## src/design/gdd_pkg.sv

```systemverilog
`default_nettype none
// Shared types, constants and rounding helpers for the grating diffraction core.
// Used by the core, its root and divide pipelines, and the port checker.
package gdd_pkg;

    // Fixed-point one in Q2.30 and its square in Q4.60.
    localparam logic [30:0] ONE_Q30 = 31'h4000_0000;
    localparam logic [63:0] ONE_SQ  = 64'h1000_0000_0000_0000;

    // Both long sections use one result bit per stage and share one latency.
    localparam int SQRT_ROOT_W = 32;
    localparam int DIV_QUO_W   = SQRT_ROOT_W;
    localparam int DIV_DEN_W   = 32;

    // Configuration register indexes.
    localparam logic [1:0] CFG_IDX_GRATING = 2'd0;
    localparam logic [1:0] CFG_IDX_VLS     = 2'd1;
    localparam logic [1:0] CFG_IDX_CFF     = 2'd2;

    typedef enum logic [1:0] {
        STATUS_OK         = 2'd0,
        STATUS_PARALLEL   = 2'd1,
        STATUS_EVANESCENT = 2'd2
    } status_t;

    typedef struct packed {
        logic signed [31:0] inc_x;
        logic signed [31:0] inc_y;
        logic signed [31:0] inc_z;
        logic signed [31:0] norm_x;
        logic signed [31:0] norm_y;
        logic signed [31:0] norm_z;
        logic signed [31:0] ruling_pos;
        logic signed [31:0] slope_error;
        logic               last_ray;
    } in_word_t;

    typedef struct packed {
        logic signed [31:0] out_x;
        logic signed [31:0] out_y;
        logic signed [31:0] out_z;
        logic        [30:0] cos_incidence;
        status_t            status;
        logic               last_out;
    } out_word_t;

    // Round a Q4.60 product to Q2.30, half up.
    function automatic logic signed [33:0] rnd_q30(input logic signed [63:0] p);
        logic signed [63:0] s;
        s = p + 64'sd536870912;
        return $signed(s[63:30]);
    endfunction

    // Saturate to the signed 32-bit range.
    function automatic logic signed [31:0] sat32(input logic signed [63:0] v);
        logic signed [31:0] r;
        if (v > 64'sh0000_0000_7FFF_FFFF)
            r = 32'sh7FFF_FFFF;
        else if (v < 64'shFFFF_FFFF_8000_0000)
            r = 32'sh8000_0000;
        else
            r = v[31:0];
        return r;
    endfunction

endpackage
`default_nettype wire

```

## src/design/gdd_div_pipe.sv

```systemverilog
`default_nettype none
// Pipelined restoring divider, one quotient bit per stage.
// The dividend must be below divisor times two to the quotient width.
module gdd_div_pipe
    import gdd_pkg::*;
#(
    parameter int QUO_W = DIV_QUO_W,
    parameter int DEN_W = DIV_DEN_W
)
(
    input  wire                     clk,
    input  wire                     en,
    input  wire [QUO_W+DEN_W-1:0]   dividend,
    input  wire [DEN_W-1:0]         divisor,
    output logic [QUO_W-1:0]        quotient
);

    logic [DEN_W-1:0] rem_reg [QUO_W-1];
    logic [DEN_W-1:0] den_reg [QUO_W-1];
    logic [QUO_W-1:0] low_reg [QUO_W-1];
    logic [QUO_W-1:0] quo_reg [QUO_W];

    for (genvar s = 0; s < QUO_W; s++) begin : g_step
        logic [DEN_W-1:0] rem_in;
        logic [DEN_W-1:0] den_in;
        logic [QUO_W-1:0] low_in;
        logic [QUO_W-1:0] quo_in;
        logic [DEN_W:0]   acc;
        logic             take;

        if (s == 0) begin : g_first
            assign rem_in = dividend[QUO_W+DEN_W-1 -: DEN_W];
            assign den_in = divisor;
            assign low_in = dividend[QUO_W-1:0];
            assign quo_in = '0;
        end
        else begin : g_next
            assign rem_in = rem_reg[s-1];
            assign den_in = den_reg[s-1];
            assign low_in = low_reg[s-1];
            assign quo_in = quo_reg[s-1];
        end

        // Shift in one dividend bit and subtract when the divisor fits.
        assign acc  = {rem_in, low_in[QUO_W-1]};
        assign take = (acc >= {1'b0, den_in});

        always_ff @(posedge clk)
        begin
            if (en)
            begin
                quo_reg[s] <= {quo_in[QUO_W-2:0], take};
            end
        end

        if (s < QUO_W - 1) begin : g_carry
            always_ff @(posedge clk)
            begin
                if (en)
                begin
                    rem_reg[s] <= take ? DEN_W'(acc - {1'b0, den_in}) : acc[DEN_W-1:0];
                    den_reg[s] <= den_in;
                    low_reg[s] <= {low_in[QUO_W-2:0], 1'b0};
                end
            end
        end
    end

    assign quotient = quo_reg[QUO_W-1];

endmodule
`default_nettype wire

```

## config.mk

```make
export PLATFORM = sky130hd
export DESIGN_NAME = gdd_div_pipe
export DESIGN_NICKNAME = d
export VERILOG_FILES = /design/src/design/gdd_pkg.sv /design/src/design/gdd_div_pipe.sv
export SDC_FILE = /design/constraint.sdc
export NUM_CORES = 2
export LEC_CHECK = 0
export BUFFER_PORTS_ARGS = -buffer_cell sky130_fd_sc_hd__buf_2
export CAP_MARGIN = 15
export CORE_AREA = 2 2 591 593
export DETAILED_ROUTE_END_ITERATION = 8
export DIE_AREA = 0 0 593 595
export GPL_ROUTABILITY_DRIVEN = 0
export SYNTH_ARGS = -nofsm -noshare
export SYNTH_HDL_FRONTEND = slang
export SYNTH_SLANG_ARGS = --single-unit
```

## constraint.sdc

```tcl
create_clock -name clk -period 5.7 [get_ports clk]
set_clock_uncertainty 0.05 [all_clocks]
set_input_delay 1.14 -clock clk [delete_from_list [all_inputs] [get_ports clk]]
set_output_delay 1.14 -clock clk [all_outputs]
set_load 0.05 [all_outputs]
```

==> flow_summary.ini <==
[outcome]
status = finished, final reports clean

[detailed_routing]
route.detailed.vias_per_inst = 5.61
drt_pre_antenna_iters = 6
routed_wire_length_per_instance_um = 19.9
drt_iter0_markers = 8219
final_antenna_violating_net_count = 0
drt_drc_violations_left = 0
wl_final_um = 356000
dr_total_vias = 100630

[sta]
sum_of_negative_setup_slack_ns = 0
grt_setup_unrepaired = false
max_slew.worst_pin.slew_ns = 1.16
post-route-min-period_ns = 4.45
report.final.slew_viol_count = 0
finalHoldViolations = 0
report.final.setup_viol = 0
normalized_max_slew_margin = 0.220
fin_worst_hold_slack_ns = 0.318
achievable-frequency_ghz = 0.225
finalCritPeriodShare = 0.780

[clocking]
cts_num_sinks = 3008
cts_root_buffer = clkbuf_16
clk_transition_reported_paths_ns = 0.05
cts-root-to-sink-buffers = 4
cts.hold.buffers_added = 0
cts-buffers-inserted = 337
htree_levels = 5
cts_setup_buffers = 0
cts_resized = 0
clock_insertion_delay_worst_skew_ns = 0.94
tritoncts = done

[synth]
netlist_instances = 12787
synth-main-ff-cell = edfxtp_1
synthesis.nets = 13940
synth_async_sr_flop_share = 0
syn_area_sq_um = 156000
synth_seq_cells = 3008
yosysWarnings = 0
seq_area_frac_synth = 0.581
synth_edf_count = 3008
synth.avg_cell_area_sq_um = 12.2
synthDistinctLibCells = 100

[cells_and_area]
final_net_count = 14205
multi_input_logic_area_sq_um = 59400
fillers = 29603
final-seq-area_sq_um = 90300
synthToLayoutAreaGrowth_pct = 11.2
final_layout_size_suffix_gt1_frac = 0.0982

[worst_setup_path]
cell_count_of_the_worst_reg_to_reg_path = 11
crit_type = reg -> reg
worst_r2r_endpoint = rem_reg[0][424]
worst-endpoint-required_ns = 6.31
worst_setup_path_start_kind = register
worst_ep_arrival_time_ns = 5.05
worstSetupEndpointType = register
critical_path_peak_fanout = 33
r2r_setup_slack_ns = 1.25
rr_startpoint = rem_reg[0][393]

[hold_path]
hold_path_end = low_reg[0][26]
timing.hold.worst.start = dividend[26]
whs_path_depth = 1
hp-class = in -> reg

[floorplanning]
initial_utilization = 0.448
design.die.area_sq_um = 353000
die_width_um = 593
floorplan.rows = 217
boundaryPins = 130
core_region_area_sq_um = 347000
die_y_um = 595

[global_route]
global_route_wire_length_before_repair_um = 554000
grt.total_usage = 0.197
grt_antenna_before_repair = 11
grt_start_max_net_pins = 167
vias_in_the_first_global_route = 99206
overflow = 0

[placed_design]
port_buffers = 129
dp_hpwl_um = 262000

[job]
maxCapViolCount = 0

[power_and_ir_drop]
power.ir.vdd_worst_uv = 317
power_per_cell_area_nw_per_um2 = 579
p_leak_uw = 0.0691
-- critical path, stage by stage (launching register included) --
cell and delay [ns]:
edfxtp_1 0.41, ha_1 0.40, nand4_1 0.35, a211oi_1 0.29, o21ai_1 0.16, a21boi_1 0.35
o22a_1 0.31, a221o_1 0.19, a21oi_1 0.13, nand2b_1 0.22, a31oi_4 0.85, mux2_2 0.42
-- where the power goes --
group | switching, uW | leakage [uW] | internal [uW] | total (uW)
clock network | 9030 | 0.00536 | 12600 | 21600
logic | 24300 | 0.0343 | 18900 | 43100
registers | 3400 | 0.0294 | 32000 | 35400
-- cell usage in the layout, fill, tap and decap left out, drive strengths merged, types with 214 or more instances in the layout --
cell type / instances
edfxtp: 3008
inv: 1278
ha: 1024
a21oi: 927
nand2: 853
o21ai: 812
nor2: 640
a21o: 507
xnor2: 504
mux2: 475
clkbuf: 381
xor2: 316
buf: 219
nand3: 214
-- layer usage --
layer	share of wire	global-route usage	vias to the layer above
met5	0.000098	0	-
met4	0.047	0.0871	6
met3	0.053	0.0271	897
met2	0.49	0.336	3166
met1	0.41	0.249	48769
li1	-	-	47792
-- cell usage after synthesis, types with 121 or more instances --
cell type  number  area (sq um)
xor2_1        316          2770
nor2_1        640          2400
edfxtp_1     3008         90300
o21ai_0       789          3950
a21o_1        507          3810
nor2b_1       150           938
mux2_2        444          5000
nand4_1       171          1070
xnor2_1       504          4410
inv_1        1264          4740
o21bai_1      121           908
nand2_1       853          3200
a21oi_1       922          4610
ha_1         1024         12800
o21a_1        145          1090
nor3_1        127           636
nand3_1       213          1070
clkbuf_1      208           781
-- worst max path at each step --
stage	startpoint	to	slack, ns	cells after the start
after floorplan	divisor[18]	rem_reg[0][23]	1.81	13
after global placement	rem_reg[0][391]	rem_reg[0][418]	1.26	11
after detailed placement	rem_reg[0][393]	rem_reg[0][422]	1.21	11
after CTS	rem_reg[0][393]	rem_reg[0][424]	1.14	11
final	rem_reg[0][393]	rem_reg[0][424]	1.25	11
after global routing	rem_reg[0][453]	rem_reg[0][495]	1.01	11
-- stage by stage --
| step | util | setup slack [ns] | power (uW) | instances | area (sq um) |
|---|---|---|---|---|---|
| floorplan | - | 1.81 | 66900 | 12787 | 156000 |
| global placement | 0.466 | 1.26 | 77000 | 17311 | 162000 |
| detailed placement | 0.466 | 1.21 | 78100 | 17311 | 162000 |
| CTS | 0.498 | 1.14 | 100000 | 17921 | 173000 |
| global route | 0.498 | 1.01 | 107000 | 17923 | 173000 |
| finish | 0.498 | 1.25 | 100000 | 17924 | 173000 |
-- cells by family after synthesis --
logic type,after synthesis,share of synthesized area
AND/OR/NAND/NOR,2618,0.0799
XOR/XNOR,820,0.0462
flip-flops,3008,0.581
multiplexers,512,0.0373
buffers and inverters,1558,0.0387
adder cells (fa/ha/maj),1055,0.0864
AO/OA/AOI/OAI,3216,0.131
-- layout make-up --
class | instances | area share
inverter | 1265 | 0.0275
timing repair buffer | 219 | 0.00946
clock buffer | 381 | 0.0498
antenna | 2 | 0.0000289
multi-input combinational | 8221 | 0.344
clock inverter | 229 | 0.0140
tap | 4599 | 0.0333
sequential | 3008 | 0.522
(Power assumes the default switching activity.)
