### config.mk
export PLATFORM = sky130hd
export DESIGN_NAME = gdd_sqrt_pipe
export DESIGN_NICKNAME = d
export VERILOG_FILES = /design/src/design/gdd_pkg.sv /design/src/design/gdd_sqrt_pipe.sv
export SDC_FILE = /design/constraint.sdc
export NUM_CORES = 2
export LEC_CHECK = 0
export BUFFER_PORTS_ARGS = -buffer_cell sky130_fd_sc_hd__buf_2
export CELL_PAD_IN_SITES_DETAIL_PLACEMENT = 0
export CELL_PAD_IN_SITES_GLOBAL_PLACEMENT = 1
export CORE_UTILIZATION = 53
export CTS_BUF_LIST = sky130_fd_sc_hd__clkbuf_4 sky130_fd_sc_hd__clkbuf_8 sky130_fd_sc_hd__clkbuf_16
export DETAILED_ROUTE_END_ITERATION = 16
export PLACE_DENSITY = 0.83
export REMOVE_ABC_BUFFERS = 1
export SYNTH_ARGS = -nofsm -noshare
export SYNTH_HDL_FRONTEND = slang
export SYNTH_SLANG_ARGS = --single-unit
### constraint.sdc
create_clock -name clk -period 4.1 [get_ports clk]
set_clock_uncertainty 0.2 [all_clocks]
set_input_delay 0.82 -clock clk [delete_from_list [all_inputs] [get_ports clk]]
set_output_delay 0.82 -clock clk [all_outputs]
set_load 0.03 [all_outputs]
### src/design/gdd_pkg.sv
`default_nettype none
// Shared types, constants and rounding helpers for the grating diffraction core.
// Used by the core, its root and divide pipelines, and the port checker.
package gdd_pkg;

    // Fixed-point one in Q2.30 and its square in Q4.60.
    localparam logic [30:0] ONE_Q30 = 31'h4000_0000;
    localparam logic [63:0] ONE_SQ  = 64'h1000_0000_0000_0000;

    // Both long sections use one result bit per stage and share one latency.
    localparam int SQRT_ROOT_W = 32;
    localparam int DIV_QUO_W   = SQRT_ROOT_W;
    localparam int DIV_DEN_W   = 32;

    // Configuration register indexes.
    localparam logic [1:0] CFG_IDX_GRATING = 2'd0;
    localparam logic [1:0] CFG_IDX_VLS     = 2'd1;
    localparam logic [1:0] CFG_IDX_CFF     = 2'd2;

    typedef enum logic [1:0] {
        STATUS_OK         = 2'd0,
        STATUS_PARALLEL   = 2'd1,
        STATUS_EVANESCENT = 2'd2
    } status_t;

    typedef struct packed {
        logic signed [31:0] inc_x;
        logic signed [31:0] inc_y;
        logic signed [31:0] inc_z;
        logic signed [31:0] norm_x;
        logic signed [31:0] norm_y;
        logic signed [31:0] norm_z;
        logic signed [31:0] ruling_pos;
        logic signed [31:0] slope_error;
        logic               last_ray;
    } in_word_t;

    typedef struct packed {
        logic signed [31:0] out_x;
        logic signed [31:0] out_y;
        logic signed [31:0] out_z;
        logic        [30:0] cos_incidence;
        status_t            status;
        logic               last_out;
    } out_word_t;

    // Round a Q4.60 product to Q2.30, half up.
    function automatic logic signed [33:0] rnd_q30(input logic signed [63:0] p);
        logic signed [63:0] s;
        s = p + 64'sd536870912;
        return $signed(s[63:30]);
    endfunction

    // Saturate to the signed 32-bit range.
    function automatic logic signed [31:0] sat32(input logic signed [63:0] v);
        logic signed [31:0] r;
        if (v > 64'sh0000_0000_7FFF_FFFF)
            r = 32'sh7FFF_FFFF;
        else if (v < 64'shFFFF_FFFF_8000_0000)
            r = 32'sh8000_0000;
        else
            r = v[31:0];
        return r;
    endfunction

endpackage
`default_nettype wire

### src/design/gdd_sqrt_pipe.sv
`default_nettype none
// Pipelined integer square root, one root bit per stage (floor result).
// Depends on gdd_pkg for the default root width.
module gdd_sqrt_pipe
    import gdd_pkg::*;
#(
    parameter int ROOT_W = SQRT_ROOT_W
)
(
    input  wire                  clk,
    input  wire                  en,
    input  wire [2*ROOT_W-1:0]   radicand,
    output logic [ROOT_W-1:0]    root
);

    localparam int REM_W = ROOT_W + 2;
    localparam int TRY_W = ROOT_W + 4;

    logic [REM_W-1:0]    rem_reg  [ROOT_W-1];
    logic [ROOT_W-1:0]   root_reg [ROOT_W];
    logic [2*ROOT_W-1:0] rad_reg  [ROOT_W-1];

    for (genvar s = 0; s < ROOT_W; s++) begin : g_step
        logic [REM_W-1:0]    rem_in;
        logic [ROOT_W-1:0]   root_in;
        logic [2*ROOT_W-1:0] rad_in;
        logic [TRY_W-1:0]    acc;
        logic [TRY_W-1:0]    trial;
        logic                take;

        if (s == 0) begin : g_first
            assign rem_in  = '0;
            assign root_in = '0;
            assign rad_in  = radicand;
        end
        else begin : g_next
            assign rem_in  = rem_reg[s-1];
            assign root_in = root_reg[s-1];
            assign rad_in  = rad_reg[s-1];
        end

        // Bring down two radicand bits and try the next root bit.
        assign acc   = {rem_in, rad_in[2*ROOT_W-1 -: 2]};
        assign trial = {2'b00, root_in, 2'b01};
        assign take  = (acc >= trial);

        always_ff @(posedge clk)
        begin
            if (en)
            begin
                root_reg[s] <= {root_in[ROOT_W-2:0], take};
            end
        end

        if (s < ROOT_W - 1) begin : g_carry
            always_ff @(posedge clk)
            begin
                if (en)
                begin
                    rem_reg[s] <= take ? REM_W'(acc - trial) : acc[REM_W-1:0];
                    rad_reg[s] <= {rad_in[2*ROOT_W-3:0], 2'b00};
                end
            end
        end
    end

    assign root = root_reg[ROOT_W-1];

endmodule
`default_nettype wire

==> results.sh <==
export IMPL_synth_ff_type="edfxtp_1"
export IMPL_worst_slew_pin_slew_ns=0.912
export IMPL_row_count=172
export IMPL_die_x_um=474
export IMPL_drcViolationCount=0
export IMPL_numPortBuffers=97
export IMPL_crit_chain="or4_1, or4_1, nor4_1, o2111a_1, nand2_1, inv_1, nor4_1, nor4b_1, xor2_1"
export IMPL_avgSynthCellArea_um2=12.8
export IMPL_io_pins=98
export IMPL_start_util_pct=53.5
export IMPL_ys_ff_latch=2523
export IMPL_gp_congestion=0.937
export IMPL_setup_violations_final=0
export IMPL_period_needed_ns=3.85
export IMPL_comb_power_share_pct=20.2
export IMPL_finalHoldViolations=0
export IMPL_grt_ovfl_total=0
export IMPL_grt_use_total_pct=21.6
export IMPL_p_leak_nw=50.7
export IMPL_layout_worst_path_cycle_share_pct=93.9
export IMPL_relSlewSlack_pct=38.7
export IMPL_layout_drive_gt1_share_pct=8.43
export IMPL_h_tree_depth=5
export IMPL_critPathCaptureType="flop"
export IMPL_worstSkewPairLatency_ns=0.91
export IMPL_routed_wl_um=243000
export IMPL_fmax_ghz=0.260
export IMPL_total_power_mw=74.5
export IMPL_max_cap_violations=0
export IMPL_crit_path_max_incr_delay_ns=0.68
export IMPL_post_place_ws_ns=0.0460
export IMPL_via_per_inst=5.58
export IMPL_root_buffer="clkbuf_16"
export IMPL_clk_path_buf_depth=4
export IMPL_first_pass_iters=5
export IMPL_syn_instance_count=9224
export IMPL_switching_power_mw=20.8
export IMPL_cts_tree="built"
export IMPL_power_share_clock_pct=33.1
export IMPL_outcome="finished, final reports clean"
export IMPL_die_area_mm2=0.224
export IMPL_cts_setup_buffers=0
export IMPL_drt_initial_drc_count=5343
export IMPL_grt_max_degree=137
export IMPL_maxSlewViolCount=0
export IMPL_start_kind="flop"
export IMPL_vias=71546
export IMPL_antenna_found_initial=4
export IMPL_wl_per_cell_um=18.9
export IMPL_rsz0062_at_grt="no"
export IMPL_ys_seq_area_share_pct=64.3
export IMPL_worst_endpoint_arrival_ns=4.29
export IMPL_cts_sinks=2523
export IMPL_fin_nets=10289
export IMPL_cp_required_ns=4.54
export IMPL_power_internal_mw=53.7
export IMPL_grt_pass1_wl_um=383000
export IMPL_hpwl_um=177000
export IMPL_max_vdd_ir_drop_v=0.000479
export IMPL_path_max_fanout=11
export IMPL_grt_pass1_vias=70770
export IMPL_seq_power_share_pct=46.7
export IMPL_numCtsBuffers=285
export IMPL_clkTransAtPathRegs_ns=0.06
export IMPL_core_area_mm2=0.220
export IMPL_path_class="flop to flop"
export IMPL_dieHeight_um=474
export IMPL_ys_types=85
export IMPL_worstHoldPathType="flop to flop"
export IMPL_cp_slowest_cell="nor4_1"
export IMPL_synth_edf_count=2523
export IMPL_area_growth_pct=12.9
export IMPL_swShare_pct=27.9
export IMPL_largest_register_ff_count=1003
export IMPL_ant_nets=0
export IMPL_synth_async_sr_flop_share_pct=0
export IMPL_ys_warn_count=0
export IMPL_worst_slack_ns=0.250
export IMPL_syn_cell_area_mm2=0.118
export IMPL_powerDensity_mw_per_mm2=560
export IMPL_final_util_pct=60.4
[metrics by stage]
| stage | setup TNS (ns) | hold WS [ns] | cells | cell area (um^2) |
|---|---|---|---|---|
| 6_report | 0 | 0.199 | 12819 | 133000 |
| 5_1_grt | 0 | 0.201 | 12818 | 133000 |
| 4_1_cts | 0 | 0.194 | 12816 | 133000 |
| 3_5_place_dp | 0 | 0.205 | 12267 | 123000 |
| 3_3_place_gp | -0.0116 | 0.200 | 12267 | 123000 |
| 2_1_floorplan | -173.09 | 0.200 | 9030 | 117000 |
[critical path: cells and delay by family (launching register included)]
family | cells | cell delay (ns)
simple gates | 6 | 2.22
flops | 1 | 0.43
compound gates | 1 | 0.31
buf+inv | 1 | 0.26
xor+xnor | 1 | 0.15
[cells in the final DEF, fill, tap and decap left out, types with 115 or more instances in the layout]
| cell type | netlist | final |
|---|---|---|
| clkbuf_16 | 0 | 291 |
| buf_4 | 1 | 142 |
| a21o_1 | 212 | 212 |
| xnor2_1 | 415 | 415 |
| nand3_1 | 143 | 143 |
| a21oi_1 | 527 | 526 |
| edfxtp_1 | 2523 | 2523 |
| inv_1 | 734 | 734 |
| nand2b_1 | 116 | 116 |
| ha_1 | 562 | 562 |
| nor3_1 | 234 | 232 |
| nor4_1 | 118 | 115 |
| o21ai_0 | 570 | 568 |
| xor2_1 | 425 | 425 |
| nor2_1 | 487 | 487 |
| nand2_1 | 718 | 718 |
[layer usage]
metal	up-vias	GRT usage (%)	part of all wire, %
met4	2	8.17	3.8
met5	-	0	0.014
li1	34991	-	-
met3	524	2.80	4.0
met1	34387	27.0	42
met2	1642	38.1	50
[repair_timing]
item                                    in CTS  in global routing
gates resized for setup                      0                  6
hold endpoints to repair                    65                  0
hold buffers                                65                  0
endpoints found under the setup margin       0                 16
[final timing paths]
check / cells past startpoint / end / from / slack, ns
setup / recovery: 9 / rem_reg[3][29]$_DFFE_PP_ / rem_reg[2][56]$_DFFE_PP_ / 0.25
hold / removal: 0 / rad_reg[0][915]$_DFFE_PP_ / rad_reg[0][851]$_DFFE_PP_ / 0.20
setup reg to reg: 9 / rem_reg[3][29]$_DFFE_PP_ / rem_reg[2][56]$_DFFE_PP_ / 0.25
hold reg to reg: 0 / rad_reg[0][915]$_DFFE_PP_ / rad_reg[0][851]$_DFFE_PP_ / 0.20
[final cells by class]
type / count / area [um^2]
Fill cell: 17255 / 87300
Tap cell: 2958 / 3700
Antenna cell: 3 / 7.51
Sequential cell: 2523 / 75800
Clock buffer: 336 / 7620
Timing Repair Buffer: 344 / 3020
Clock inverter: 148 / 1450
Inverter: 738 / 2770
Multi-Input combinational cell: 5769 / 38700
[cell families (layout without fill, tap and decap cells)]
family	Yosys count	count (layout)	synth area share [%]
adder cells (fa/ha/maj)	562	562	5.97
XOR/XNOR	840	840	6.24
buffers and inverters	932	1566	2.98
multiplexers	46	46	0.429
other	1	4	0.00318
flip-flops	2523	2523	64.3
AO/OA/AOI/OAI	1910	1910	10.0
AND/OR/NAND/NOR	2410	2410	10.1
[power groups by stage]
| stage | sequential (mW) | combinational [mW] | clock [mW] |
|---|---|---|---|
| after floorplan | 34.3 | 10.8 | 0 |
| after global placement | 35.3 | 14.7 | 0 |
| after detailed placement | 35.3 | 14.9 | 0 |
| after CTS | 34.8 | 15.0 | 25.2 |
| after global routing | 35.1 | 16.8 | 26.1 |
| final | 34.8 | 15.0 | 24.6 |
[Yosys cell counts (20+ instances only)]
library cell,count,area share (%)
edfxtp_1,2523,64
inv_1,734,2.3
nand2_1,718,2.3
o21ai_0,570,2.4
ha_1,562,6.0
a21oi_1,527,2.2
nor2_1,487,1.6
xor2_1,425,3.2
xnor2_1,415,3.1
nor3_1,234,0.99
a21o_1,212,1.4
clkbuf_1,178,0.57
nand3_1,143,0.61
nor4_1,118,0.63
nand2b_1,116,0.62
nand4_1,107,0.57
o21a_1,99,0.63
or3_1,95,0.50
nor2b_1,82,0.44
o31ai_1,76,0.48
o21bai_1,67,0.43
and3_1,63,0.33
a31oi_1,57,0.30
a211oi_1,52,0.33
or4_1,52,0.33
or2_2,47,0.25
o211ai_1,45,0.29
mux2_2,36,0.34
and2_1,28,0.15
nor3b_1,24,0.15
a21boi_0,22,0.14
nand3b_1,22,0.14
a211o_1,21,0.16
nor4b_1,20,0.15
Note: power is estimated with default switching activity, not from simulation.
